<file path="config.mk">
export PLATFORM = sky130hd
export DESIGN_NAME = ordered_list_with_value_delete_top
export DESIGN_NICKNAME = d
export VERILOG_FILES = /design/src/design/olvd_pkg.sv /design/src/design/olvd_cell.sv /design/src/design/olvd_ctrl.sv /design/src/design/ordered_list_with_value_delete_top.sv
export SDC_FILE = /design/constraint.sdc
export NUM_CORES = 1
export LEC_CHECK = 0
export BUFFER_PORTS_ARGS = -buffer_cell sky130_fd_sc_hd__buf_2
export CELL_PAD_IN_SITES_DETAIL_PLACEMENT = 0
export CELL_PAD_IN_SITES_GLOBAL_PLACEMENT = 1
export CORE_ASPECT_RATIO = 2
export CORE_UTILIZATION = 50
export CTS_CLUSTER_DIAMETER = 200
export CTS_CLUSTER_SIZE = 8
export DETAILED_ROUTE_END_ITERATION = 8
export PLACE_DENSITY = 0.76
export SLEW_MARGIN = 15
export SYNTH_ARGS = -nofsm -noshare
export SYNTH_HDL_FRONTEND = slang
export SYNTH_HIERARCHICAL = 1
export SYNTH_SLANG_ARGS = --single-unit
</file>
<file path="constraint.sdc">
create_clock -name aclk -period 12.1 [get_ports aclk]
set_clock_uncertainty 0.15 [all_clocks]
set_input_delay 2.42 -clock aclk [delete_from_list [all_inputs] [get_ports aclk]]
set_output_delay 2.42 -clock aclk [all_outputs]
set_load 0.03 [all_outputs]
</file>
<file path="src/design/olvd_pkg.sv">
// Shared types, codes and sizes for the ordered list with value delete.
// Used by olvd_cell, olvd_ctrl and ordered_list_with_value_delete_top.
`timescale 1ns / 1ps

package olvd_pkg;

    localparam int CAPACITY = 16;
    localparam int CNT_W    = $clog2(CAPACITY + 1);
    localparam int DATA_W   = 32;

    typedef logic [2:0] kind_t;
    localparam kind_t KIND_INSERT    = 3'd0;
    localparam kind_t KIND_DISPLAY   = 3'd1;
    localparam kind_t KIND_DEL_HEAD  = 3'd2;
    localparam kind_t KIND_DEL_TAIL  = 3'd3;
    localparam kind_t KIND_DEL_VALUE = 3'd4;

    typedef logic [1:0] status_t;
    localparam status_t STATUS_OK        = 2'd0;
    localparam status_t STATUS_EMPTY     = 2'd1;
    localparam status_t STATUS_NOT_FOUND = 2'd2;
    localparam status_t STATUS_FULL      = 2'd3;

    typedef logic [1:0] cell_cmd_t;
    localparam cell_cmd_t CMD_HOLD = 2'd0;
    localparam cell_cmd_t CMD_LOAD = 2'd1;
    localparam cell_cmd_t CMD_ROT  = 2'd2;
    localparam cell_cmd_t CMD_DROP = 2'd3;

    typedef struct packed {
        cell_cmd_t                 cmd;
        logic signed [DATA_W-1:0]  operand;
    } cell_ctl_t;

endpackage

</file>
<file path="src/design/olvd_cell.sv">
// One storage cell of the list chain: holds the entry at one list position.
// Depends on olvd_pkg for the command codes and the control struct.
`timescale 1ns / 1ps

module olvd_cell (
    input  logic                               aclk,
    input  olvd_pkg::cell_ctl_t                ctl,
    input  logic                               load_sel,
    input  logic                               wrap_sel,
    input  logic signed [olvd_pkg::DATA_W-1:0] head_data,
    input  logic signed [olvd_pkg::DATA_W-1:0] right_data,
    output logic signed [olvd_pkg::DATA_W-1:0] data
);

    logic signed [olvd_pkg::DATA_W-1:0] data_reg;
    logic signed [olvd_pkg::DATA_W-1:0] data_next;

    // A rotate moves every entry one place toward the head; the tail cell
    // takes the old head so the occupied part of the chain forms a ring.
    always_comb begin
        data_next = data_reg;
        case (ctl.cmd)
            olvd_pkg::CMD_LOAD: begin
                if (load_sel) begin
                    data_next = ctl.operand;
                end
            end
            olvd_pkg::CMD_ROT: begin
                data_next = wrap_sel ? head_data : right_data;
            end
            olvd_pkg::CMD_DROP: begin
                data_next = right_data;
            end
            default: begin
                data_next = data_reg;
            end
        endcase
    end

    always_ff @(posedge aclk) begin
        data_reg <= data_next;
    end

    assign data = data_reg;

endmodule

</file>
<file path="src/design/olvd_ctrl.sv">
// Sequencer for the list: takes requests, drives the cell chain commands
// and holds the result register. Depends on olvd_pkg.
`timescale 1ns / 1ps

module olvd_ctrl (
    input  logic                               aclk,
    input  logic                               aresetn,
    input  logic                               s_valid,
    output logic                               s_ready,
    input  olvd_pkg::kind_t                    s_kind,
    input  logic signed [olvd_pkg::DATA_W-1:0] s_operand_value,
    input  logic signed [olvd_pkg::DATA_W-1:0] head_data,
    output olvd_pkg::cell_ctl_t                cell_ctl,
    output logic [olvd_pkg::CAPACITY-1:0]      load_sel,
    output logic [olvd_pkg::CAPACITY-1:0]      wrap_sel,
    output logic [olvd_pkg::CNT_W-1:0]         entry_count,
    output logic                               m_valid,
    input  logic                               m_ready,
    output olvd_pkg::status_t                  m_status,
    output logic signed [olvd_pkg::DATA_W-1:0] m_entry_value,
    output logic                               m_last
);

    localparam logic ST_IDLE = 1'b0;
    localparam logic ST_RUN  = 1'b1;

    logic                               state_reg, state_next;
    logic [olvd_pkg::CNT_W-1:0]         count_reg, count_next;
    logic [olvd_pkg::CNT_W-1:0]         steps_reg, steps_next;
    olvd_pkg::kind_t                    kind_reg, kind_next;
    logic signed [olvd_pkg::DATA_W-1:0] operand_reg, operand_next;
    logic                               found_reg, found_next;
    logic                               special_reg, special_next;
    olvd_pkg::status_t                  sp_status_reg, sp_status_next;
    logic                               sp_zero_reg, sp_zero_next;
    logic                               m_valid_reg, m_valid_next;
    olvd_pkg::status_t                  m_status_reg, m_status_next;
    logic signed [olvd_pkg::DATA_W-1:0] m_value_reg, m_value_next;
    logic                               m_last_reg, m_last_next;

    logic      out_free;
    logic      last_step;
    logic      is_empty;
    logic      is_full;
    logic      match;
    olvd_pkg::cell_cmd_t cmd;

    assign out_free  = !m_valid_reg || m_ready;
    assign last_step = (steps_reg == olvd_pkg::CNT_W'(1));
    assign is_empty  = (count_reg == '0);
    assign is_full   = (count_reg == olvd_pkg::CNT_W'(olvd_pkg::CAPACITY));
    assign match     = (head_data == operand_reg);

    always_comb begin
        state_next     = state_reg;
        count_next     = count_reg;
        steps_next     = steps_reg;
        kind_next      = kind_reg;
        operand_next   = operand_reg;
        found_next     = found_reg;
        special_next   = special_reg;
        sp_status_next = sp_status_reg;
        sp_zero_next   = sp_zero_reg;
        m_valid_next   = m_valid_reg;
        m_status_next  = m_status_reg;
        m_value_next   = m_value_reg;
        m_last_next    = m_last_reg;
        cmd            = olvd_pkg::CMD_HOLD;

        if (m_ready) begin
            m_valid_next = 1'b0;
        end

        if (state_reg == ST_IDLE) begin
            // Unused kind codes are taken and dropped without a result.
            if (s_valid && (s_kind inside {[olvd_pkg::KIND_INSERT:olvd_pkg::KIND_DEL_VALUE]}))
            begin
                state_next     = ST_RUN;
                kind_next      = s_kind;
                operand_next   = s_operand_value;
                found_next     = 1'b0;
                special_next   = is_empty;
                sp_status_next = olvd_pkg::STATUS_EMPTY;
                sp_zero_next   = 1'b1;
                steps_next     = is_empty ? olvd_pkg::CNT_W'(1) : count_reg;
                case (s_kind)
                    olvd_pkg::KIND_INSERT: begin
                        steps_next     = olvd_pkg::CNT_W'(1);
                        special_next   = is_full;
                        sp_status_next = olvd_pkg::STATUS_FULL;
                        sp_zero_next   = 1'b0;
                    end
                    olvd_pkg::KIND_DEL_HEAD: begin
                        steps_next = olvd_pkg::CNT_W'(1);
                    end
                    olvd_pkg::KIND_DEL_VALUE: begin
                        sp_zero_next = 1'b0;
                    end
                    default: begin
                        sp_zero_next = 1'b1;
                    end
                endcase
            end
        end else if (out_free) begin
            steps_next    = steps_reg - olvd_pkg::CNT_W'(1);
            m_status_next = olvd_pkg::STATUS_OK;
            m_value_next  = operand_reg;
            m_last_next   = 1'b1;
            if (last_step) begin
                state_next = ST_IDLE;
            end
            if (special_reg) begin
                m_valid_next  = 1'b1;
                m_status_next = sp_status_reg;
                m_value_next  = sp_zero_reg ? '0 : operand_reg;
            end else begin
                case (kind_reg)
                    olvd_pkg::KIND_INSERT: begin
                        cmd          = olvd_pkg::CMD_LOAD;
                        count_next   = count_reg + olvd_pkg::CNT_W'(1);
                        m_valid_next = 1'b1;
                    end
                    olvd_pkg::KIND_DISPLAY: begin
                        cmd          = olvd_pkg::CMD_ROT;
                        m_valid_next = 1'b1;
                        m_value_next = head_data;
                        m_last_next  = last_step;
                    end
                    olvd_pkg::KIND_DEL_HEAD: begin
                        cmd          = olvd_pkg::CMD_DROP;
                        count_next   = count_reg - olvd_pkg::CNT_W'(1);
                        m_valid_next = 1'b1;
                        m_value_next = head_data;
                    end
                    olvd_pkg::KIND_DEL_TAIL: begin
                        // The tail reaches the head after count-1 rotations.
                        if (last_step) begin
                            cmd          = olvd_pkg::CMD_DROP;
                            count_next   = count_reg - olvd_pkg::CNT_W'(1);
                            m_valid_next = 1'b1;
                            m_value_next = head_data;
                        end else begin
                            cmd = olvd_pkg::CMD_ROT;
                        end
                    end
                    olvd_pkg::KIND_DEL_VALUE: begin
                        // The first match is dropped in place; the walk keeps
                        // rotating so the list ends back in its original order.
                        if (match && !found_reg) begin
                            cmd        = olvd_pkg::CMD_DROP;
                            count_next = count_reg - olvd_pkg::CNT_W'(1);
                            found_next = 1'b1;
                        end else begin
                            cmd = olvd_pkg::CMD_ROT;
                        end
                        if (last_step) begin
                            m_valid_next  = 1'b1;
                            m_status_next = (found_reg || match) ? olvd_pkg::STATUS_OK
                                                                 : olvd_pkg::STATUS_NOT_FOUND;
                        end
                    end
                    default: begin
                        cmd = olvd_pkg::CMD_HOLD;
                    end
                endcase
            end
        end
    end

    always_ff @(posedge aclk) begin
        if (!aresetn) begin
            state_reg   <= ST_IDLE;
            count_reg   <= '0;
            m_valid_reg <= 1'b0;
        end else begin
            state_reg   <= state_next;
            count_reg   <= count_next;
            m_valid_reg <= m_valid_next;
        end
    end

    always_ff @(posedge aclk) begin
        steps_reg     <= steps_next;
        kind_reg      <= kind_next;
        operand_reg   <= operand_next;
        found_reg     <= found_next;
        special_reg   <= special_next;
        sp_status_reg <= sp_status_next;
        sp_zero_reg   <= sp_zero_next;
        m_status_reg  <= m_status_next;
        m_value_reg   <= m_value_next;
        m_last_reg    <= m_last_next;
    end

    genvar gi;
    generate
        for (gi = 0; gi < olvd_pkg::CAPACITY; gi++) begin : g_sel
            assign load_sel[gi] = (count_reg == olvd_pkg::CNT_W'(gi));
            assign wrap_sel[gi] = (count_reg == olvd_pkg::CNT_W'(gi + 1));
        end
    endgenerate

    assign s_ready          = (state_reg == ST_IDLE);
    assign cell_ctl.cmd     = cmd;
    assign cell_ctl.operand = operand_reg;
    assign entry_count      = count_reg;
    assign m_valid          = m_valid_reg;
    assign m_status         = m_status_reg;
    assign m_entry_value    = m_value_reg;
    assign m_last           = m_last_reg;

endmodule

</file>
<file path="src/design/ordered_list_with_value_delete_top.sv">
// Ordered list of signed 32-bit values, up to 16 entries, kept in a chain of
// cells where cell 0 always holds the head. A request is taken while the
// block is idle and then runs one step per cycle: insert and delete head
// take one step; display, delete tail and delete value take one step per
// stored entry, because the chain rotates the list past the head cell once.
// Any request on an empty list takes one step. A request with an unused
// kind code is taken and dropped. A step waits while the result register
// holds a result that has not been taken. Display gives one result per
// entry, or one on an empty list; every other request gives one result.
// Unused kind codes give no result.
// Depends on olvd_pkg, olvd_ctrl and olvd_cell.
`timescale 1ns / 1ps

module ordered_list_with_value_delete_top (
    input  logic                               aclk,
    input  logic                               aresetn,
    input  logic                               s_valid,
    output logic                               s_ready,
    input  logic [2:0]                         s_kind,
    input  logic signed [31:0]                 s_operand_value,
    output logic                               m_valid,
    input  logic                               m_ready,
    output logic [1:0]                         m_status,
    output logic signed [31:0]                 m_entry_value,
    output logic                               m_last
);

    olvd_pkg::cell_ctl_t                cell_ctl;
    logic [olvd_pkg::CAPACITY-1:0]      load_sel;
    logic [olvd_pkg::CAPACITY-1:0]      wrap_sel;
    logic [olvd_pkg::CNT_W-1:0]         entry_count;
    logic signed [olvd_pkg::DATA_W-1:0] cell_data [olvd_pkg::CAPACITY];

    olvd_ctrl u_ctrl (
        .aclk            (aclk),
        .aresetn         (aresetn),
        .s_valid         (s_valid),
        .s_ready         (s_ready),
        .s_kind          (s_kind),
        .s_operand_value (s_operand_value),
        .head_data       (cell_data[0]),
        .cell_ctl        (cell_ctl),
        .load_sel        (load_sel),
        .wrap_sel        (wrap_sel),
        .entry_count     (entry_count),
        .m_valid         (m_valid),
        .m_ready         (m_ready),
        .m_status        (m_status),
        .m_entry_value   (m_entry_value),
        .m_last          (m_last)
    );

    genvar gi;
    generate
        for (gi = 0; gi < olvd_pkg::CAPACITY; gi++) begin : g_cell
            logic signed [olvd_pkg::DATA_W-1:0] right_data;
            if (gi == olvd_pkg::CAPACITY - 1) begin : g_end
                assign right_data = cell_data[0];
            end else begin : g_mid
                assign right_data = cell_data[gi + 1];
            end
            olvd_cell u_cell (
                .aclk       (aclk),
                .ctl        (cell_ctl),
                .load_sel   (load_sel[gi]),
                .wrap_sel   (wrap_sel[gi]),
                .head_data  (cell_data[0]),
                .right_data (right_data),
                .data       (cell_data[gi])
            );
        end
    endgenerate

`ifndef SYNTH
    // The entry count never passes the capacity.
    a_count_bound: assert property (@(posedge aclk) disable iff (!aresetn)
        entry_count <= olvd_pkg::CNT_W'(olvd_pkg::CAPACITY))
        else $error("entry count above capacity");

    // The count moves by at most one entry per cycle.
    a_count_step: assert property (@(posedge aclk) disable iff (!aresetn)
        1'b1 |=> (entry_count == $past(entry_count) ||
                  entry_count == $past(entry_count) + olvd_pkg::CNT_W'(1) ||
                  entry_count == $past(entry_count) - olvd_pkg::CNT_W'(1)))
        else $error("entry count jumped");

    // Entries leave the list only through a drop of the chain.
    a_shrink_by_drop: assert property (@(posedge aclk) disable iff (!aresetn)
        1'b1 |=> (entry_count >= $past(entry_count) ||
                  $past(cell_ctl.cmd) == olvd_pkg::CMD_DROP))
        else $error("entry count fell without a drop");
`endif

endmodule

</file>
==> impl_metrics.env, run 1 <==
export IMPL_cp_max_fo=213
export IMPL_fmax_mhz=168.6
export IMPL_min_period_ns=5.930
export IMPL_largest_reg_flops=512
export IMPL_synth_yosys_seq_area_share=0.4606
export IMPL_postSynthCellCount=3360
export IMPL_yosysWarnings=6
export IMPL_initial_core_util=0.5048
export IMPL_grt_pass1_wl_mm=176.8
export IMPL_placedCellCount=4160
export IMPL_cts_buffer_depth=3
export IMPL_pin_count=76
export IMPL_tns_ns=0
export IMPL_viasPerCell=6.553
export IMPL_io_buffers=75
export IMPL_min_path_cells=2
export IMPL_slew_viol_final=0
export IMPL_crit_type="in -> reg"
export IMPL_post_cts_setup_buffer_count=0
export IMPL_rsz0062_at_grt="no"
export IMPL_end_kind="flop"
export IMPL_p_leak_uw=0.01336
export IMPL_place_ws_ns=5.602
export IMPL_nets=3271
export IMPL_cts_buffers=84
export IMPL_fillCellCount=6670
export IMPL_r2r_start="u_ctrl/operand_reg[8]$_DFFE_PP_"
export IMPL_hold_path_class="reg -> reg"
export IMPL_insertion_delay_ns=0.65
export IMPL_regToRegEndpoint="g_cell[10].u_cell/data[22]$_DFFE_PP_"
export IMPL_tightest_slew_ns=1.235
export IMPL_gr_usage_met1=0.3329
export IMPL_synth_edff_count=591
export IMPL_finalNonFillerCells=4260
export IMPL_worstPathArrival_ns=6.14
export IMPL_grt_max_degree=305
export IMPL_dr_pass1_iters=7
export IMPL_peakVddDrop_uv=140.7
export IMPL_netlist_area_sq_um=38830
export IMPL_drv_cap=0
export IMPL_fin_util=0.5314
export IMPL_dieArea_sq_um=78850
export IMPL_use_met3=0.03598
export IMPL_synth_main_ff_cell="edfxtp_1"
export IMPL_regArea_sq_um=17890
export IMPL_fin_ws_ns=6.170
export IMPL_syn_nets=3407
export IMPL_grt_pass1_vias=28480
export IMPL_holdWs_ns=0.4102
export IMPL_drt_wl_total_mm=117.5
export IMPL_whs_endpoint="u_ctrl/m_status[1]$_DFFE_PP_"
export IMPL_synth_area_per_cell_sq_um=11.56
export IMPL_grt_util_met2=0.5488
export IMPL_powerDensity_nw_per_um2=135.7
export IMPL_top_usage_layer="met2"
export IMPL_vias=27920
export IMPL_gp_congestion=0.8261
export IMPL_hp_start="u_ctrl/sp_status_reg[1]$_DFFE_PP_"
export IMPL_ys_async_sr_fraction=0
export IMPL_drc_errors=0
export IMPL_ff2ff_setup_slack_ns=6.24
export IMPL_final_hold_viol_count=0
export IMPL_setup_violations_final=0
export IMPL_antenna_found_initial=0
export IMPL_status="complete, no violations"
export IMPL_finalCritPeriodShare=0.4901
export IMPL_holdBufCountCts=0
export IMPL_htree_levels=3
export IMPL_area_growth_pct=5.281
export IMPL_dp_hpwl_mm=68.62
export IMPL_antenna_cells=0
export IMPL_root_buffer="clkbuf_16"
export IMPL_cts_resized=0
export IMPL_coreArea_sq_um=76930
export IMPL_overflow=0
export IMPL_rows=144
export IMPL_drive_gt1_frac=0.2474
export IMPL_die_x_um=199.1
export IMPL_rr_worst_depth=10
export IMPL_post_synth_num_cell_types=60
export IMPL_relSlewSlack=0.1767
export IMPL_cts_num_sinks=598
export IMPL_path_clk_slew_ns=0.06
export IMPL_synth_seq_cells=598
export IMPL_cts_tree="yes"
export IMPL_start_kind="primary input"
export IMPL_first_iter_violations=2476
export IMPL_grt_total_usage=0.2997
export IMPL_multi_input_area_sq_um=18250
export IMPL_required_ns=12.31
export IMPL_wl_per_cell_um=27.59
export IMPL_ant_nets=0
export IMPL_die_y_um=396.1
==> final cells by class <==
cell class	count	area share
timing repair buffer	167	0.02809
inverter	11	0.001010
clock inverter	3	0.001285
multi-input combinational	2362	0.4464
tap	1022	0.03128
sequential	598	0.4375
clock buffer	97	0.05441
==> worst max-delay path: stages <==
cell and delay, ns:
buf_2 0.08, nand2b_1 0.21, nor4b_4 0.37, nand2_1 0.21
o21ai_4 0.11, buf_12 0.46, buf_12 0.51, buf_4 0.93
nand4b_1 0.24, o211ai_2 0.13
==> cells in the mapped netlist, drive strengths merged (2+ instances only) <==
cell,number,share of area
nand4,5,0.00081
dfxtp,7,0.0036
o211ai,515,0.16
o311ai,3,0.00068
xor2,34,0.0077
o2111ai,2,0.00045
nor2,23,0.0022
o21a,3,0.00058
nor3,7,0.00090
o21ai,41,0.0056
nand3,7,0.00090
clkbuf,125,0.012
nand4b,513,0.12
mux2,2,0.00068
a21oi,3,0.00039
nor4b,3,0.0015
or3,2,0.00032
inv,11,0.0011
nand2b,515,0.083
ha,8,0.0026
and4,2,0.00045
a211oi,2,0.00039
or2,3,0.00048
nor2b,17,0.0058
mux2i,32,0.0082
a21o,16,0.0031
xnor2,3,0.00068
buf,264,0.060
nand2,571,0.055
nor3b,2,0.00039
nor4,8,0.0013
a211o,3,0.00068
and3,2,0.00032
edfxtp,591,0.46
==> worst max-delay path by stage <==
stage / start / cells after the start / slack (ns) / end
CTS: m_ready / 10 / 6.26 / g_cell[10].u_cell/data[23]$_DFFE_PP_
detailed placement: m_ready / 10 / 5.60 / g_cell[10].u_cell/data[22]$_DFFE_PP_
global route: u_ctrl/operand_reg[13]$_DFFE_PP_ / 10 / 5.91 / g_cell[10].u_cell/data[22]$_DFFE_PP_
finish: m_ready / 10 / 6.17 / g_cell[10].u_cell/data[22]$_DFFE_PP_
floorplan: m_ready / 5 / 1.04 / g_cell[1].u_cell/data[0]$_DFFE_PP_
global placement: m_ready / 10 / 5.69 / g_cell[11].u_cell/data[23]$_DFFE_PP_
==> per-stage QoR <==
stage	area, sq um	total power (uW)
5_1_grt	40880	5693
4_1_cts	40880	5572
3_3_place_gp	38590	3372
2_1_floorplan	38830	3203
6_report	40880	5547
3_5_place_dp	38610	3400
==> layout by cell type (no fill, tap or decap), types with 8 or more instances in the layout <==
master,Yosys,final
o211ai_1,35,35
nor2_4,0,11
nor2b_4,16,16
nor4_1,8,8
a21o_2,0,14
nand4b_1,513,513
clkbuf_16,0,87
xor2_1,34,34
clkbuf_1,125,9
nand2b_1,515,515
buf_4,33,85
nor2_1,23,12
o211ai_2,480,480
buf_2,112,75
mux2i_1,32,32
edfxtp_1,591,591
o21ai_0,40,39
nand2_1,570,570
inv_1,11,11
==> report_power, final <==
part           switching [uW]  internal (uW)
sequential               78.0           2400
combinational             635            255
clock                     899           1280
==> kinds of logic after synthesis <==
| logic type | share of synthesized area |
|---|---|
| fa+ha+maj | 0.002578 |
| mux | 0.008925 |
| xor+xnor | 0.008345 |
| compound gates | 0.1756 |
| simple gates | 0.2708 |
| flops | 0.4606 |
| buf+inv | 0.07311 |
==> per-layer routing <==
layer / vias up / routed length (um) / part of all wire
li1: 12320 / - / -
met1: 14230 / 42550 / 0.36
met2: 1015 / 62870 / 0.53
met3: 347 / 5759 / 0.049
met4: 0 / 6361 / 0.054
met5: - / 0 / 0
No activity file was read; power rests on OpenSTA's default activity.
==> run 2: changes to the inputs <==
--- a/config.mk
+++ b/config.mk
@@ -9,11 +9,11 @@
 export CELL_PAD_IN_SITES_DETAIL_PLACEMENT = 0
 export CELL_PAD_IN_SITES_GLOBAL_PLACEMENT = 1
 export CORE_ASPECT_RATIO = 2
-export CORE_UTILIZATION = 50
+export CORE_UTILIZATION = 47
 export CTS_CLUSTER_DIAMETER = 200
 export CTS_CLUSTER_SIZE = 8
 export DETAILED_ROUTE_END_ITERATION = 8
-export PLACE_DENSITY = 0.76
+export PLACE_DENSITY = 0.75
 export SLEW_MARGIN = 15
 export SYNTH_ARGS = -nofsm -noshare
 export SYNTH_HDL_FRONTEND = slang
==> constraint.sdc (replaced) <==
create_clock -name aclk -period 5.2 [get_ports aclk]
set_clock_uncertainty 0.15 [all_clocks]
set_input_delay 1.04 -clock aclk [delete_from_list [all_inputs] [get_ports aclk]]
set_output_delay 1.04 -clock aclk [all_outputs]
set_load 0.03 [all_outputs]
==> run 2 against run 1 <==
Register-to-register slack worse by 5.6 ns. Cell area is 2.0% higher. Sequential power is 130% higher. Wire length grew 9.4%. Power up 130%. Core utilization down 2.1 points. Setup slack worse by 5.6 ns. Critical endpoint is now g_cell[0].u_cell/data[13]$_DFFE_PP_. Largest cell class unchanged. Largest power group unchanged. Highest routed layer unchanged.
==> impl_metrics.env, run 2 (synthesis results as in run 1) <==
export IMPL_status="complete, no violations"
export IMPL_wl_per_cell_um=29.42
export IMPL_holdBufCountCts=0
export IMPL_path_clk_slew_ns=0.06
export IMPL_crit_type="reg -> reg"
export IMPL_start_kind="flop"
export IMPL_whs_endpoint="u_ctrl/operand_reg[5]$_DFFE_PP_"
export IMPL_rsz0062_at_grt="no"
export IMPL_slowest_stage="edfxtp_1"
export IMPL_insertion_delay_ns=0.68
export IMPL_hp_start="s_operand_value[5]"
export IMPL_peakVddDrop_uv=260.8
export IMPL_finalCritPeriodShare=0.8827
export IMPL_drv_cap=0
export IMPL_vias=28500
export IMPL_overflow=0
export IMPL_post_cts_setup_buffer_count=0
export IMPL_seqPwrFrac=0.441
export IMPL_dr_pass1_iters=9
export IMPL_max_stage_delay_ns=0.87
export IMPL_htree_levels=3
export IMPL_multi_input_area_sq_um=18250
export IMPL_rows=148
export IMPL_antenna_found_initial=0
export IMPL_first_iter_violations=2731
export IMPL_fillCellCount=7056
export IMPL_required_ns=5.49
export IMPL_die_x_um=205.3
export IMPL_p_int_uw=9169
export IMPL_placedCellCount=4268
export IMPL_coreArea_sq_um=81660
export IMPL_grt_max_degree=144
export IMPL_clkPwrFrac=0.387
export IMPL_regToRegEndpoint="g_cell[0].u_cell/data[13]$_DFFE_PP_"
export IMPL_fin_ws_ns=0.6099
export IMPL_worstPathArrival_ns=4.88
export IMPL_io_buffers=75
export IMPL_dp_hpwl_mm=82.87
export IMPL_antenna_cells=0
export IMPL_largest_reg_flops=512
export IMPL_tns_ns=0
export IMPL_r2r_start="u_ctrl/operand_reg[20]$_DFFE_PP_"
export IMPL_fin_util=0.5107
export IMPL_slew_viol_final=0
export IMPL_pin_count=76
export IMPL_min_period_ns=4.590
export IMPL_die_y_um=408.5
export IMPL_place_ws_ns=0.7585
export IMPL_area_growth_pct=7.391
export IMPL_initial_core_util=0.4755
export IMPL_setup_violations_final=0
export IMPL_top_usage_layer="met2"
export IMPL_cp_max_fo=87
export IMPL_cts_buffer_depth=3
export IMPL_comb_power_share=0.172
export IMPL_drt_wl_total_mm=128.5
export IMPL_cts_buffers=84
export IMPL_regArea_sq_um=17890
export IMPL_final_common_cell="edfxtp_1"
export IMPL_ant_nets=0
export IMPL_powerDensity_nw_per_um2=311.7
export IMPL_power_switching_uw=3830
export IMPL_tightest_slew_ns=1.212
export IMPL_relSlewSlack=0.1902
export IMPL_min_path_cells=1
export IMPL_final_cell_mix="edfxtp_1 (591), nand2_1 (570), nand2b_1 (515), nand4b_1 (513), o211ai_2 (480)"
export IMPL_nets=3352
export IMPL_end_kind="flop"
export IMPL_use_met3=0.04265
export IMPL_p_leak_uw=0.01381
export IMPL_rr_worst_depth=9
export IMPL_final_hold_viol_count=0
export IMPL_grt_pass1_wl_mm=189.0
export IMPL_gp_congestion=0.8613
export IMPL_gr_usage_met1=0.3317
export IMPL_drive_gt1_frac=0.2666
export IMPL_cts_num_sinks=598
export IMPL_cts_resized=0
export IMPL_fmax_mhz=217.9
export IMPL_grt_util_met2=0.5396
export IMPL_dieArea_sq_um=83850
export IMPL_cts_tree="yes"
export IMPL_drc_errors=0
export IMPL_root_buffer="clkbuf_16"
export IMPL_crit_chain="xor2_1 > nor4_1 > and4_1 > nand2_1 > o21ai_4 > buf_12 > nor2b_4 > buf_4 > o211ai_2"
export IMPL_finalNonFillerCells=4370
export IMPL_p_sw_frac=0.2946
export IMPL_viasPerCell=6.521
export IMPL_hold_path_class="in -> reg"
export IMPL_grt_pass1_vias=28540
export IMPL_grt_total_usage=0.3075
export IMPL_ff2ff_setup_slack_ns=0.61
## run 2: cell count changes in the layout (fill, tap and decap cells not counted), sizes merged
cell	before	now
clkbuf	97	96
clkinv	2	1
inv	12	15
buf	167	248
## run 2: layout make-up
class                      count  share of cell area
clock buffer                  96             0.05274
clock inverter                 5            0.001230
inverter                      11           0.0009901
multi-input combinational   2362              0.4377
sequential                   598              0.4289
tap                         1050             0.03150
timing repair buffer         248             0.04692
## run 2: routing by layer
layer  vias up  wire (um)
met1     14420      44070
met4         0      10760
met3       428       6874
li1      12490          -
met5         -          0
met2      1159      66830
## run 2: worst max-delay path, delay by kind of cell (launching register included)
family / cells / cell delay [ns]
XOR/XNOR: 1 / 0.17
buffers and inverters: 2 / 0.60
AO/OA/AOI/OAI: 2 / 0.92
flip-flops: 1 / 0.87
AND/OR/NAND/NOR: 4 / 1.54
## run 2: worst max path at each step
stage                                              from                                    to  depth (start not counted)
floorplan           g_cell[0].u_cell/data[31]$_DFFE_PP_    g_cell[1].u_cell/data[0]$_DFFE_PP_                          7
global placement       u_ctrl/operand_reg[20]$_DFFE_PP_   g_cell[0].u_cell/data[13]$_DFFE_PP_                          9
detailed placement     u_ctrl/operand_reg[20]$_DFFE_PP_   g_cell[0].u_cell/data[13]$_DFFE_PP_                          9
CTS                    u_ctrl/operand_reg[20]$_DFFE_PP_   g_cell[0].u_cell/data[13]$_DFFE_PP_                          9
global route           u_ctrl/operand_reg[19]$_DFFE_PP_  g_cell[12].u_cell/data[20]$_DFFE_PP_                          9
finish                 u_ctrl/operand_reg[20]$_DFFE_PP_   g_cell[0].u_cell/data[13]$_DFFE_PP_                          9
## run 2: power by group through the flow
stage | combinational, uW | clock [uW] | sequential [uW]
finish | 2240 | 5040 | 5730
global route | 2350 | 5280 | 5740
CTS | 2210 | 5120 | 5720
detailed placement | 2210 | 0 | 5820
global placement | 2160 | 0 | 5810
floorplan | 1590 | 0 | 5850
## run 2: through the flow
| stage | cell area [sq um] | hold WS (ns) | power (uW) |
|---|---|---|---|
| after detailed placement | 39430 | 0.3816 | 8023 |
| after global routing | 41700 | 0.3757 | 13360 |
| after global placement | 39430 | 0.3839 | 7976 |
| final | 41700 | 0.3968 | 13000 |
| after CTS | 41680 | 0.3613 | 13050 |
| after floorplan | 38840 | 0.3146 | 7447 |
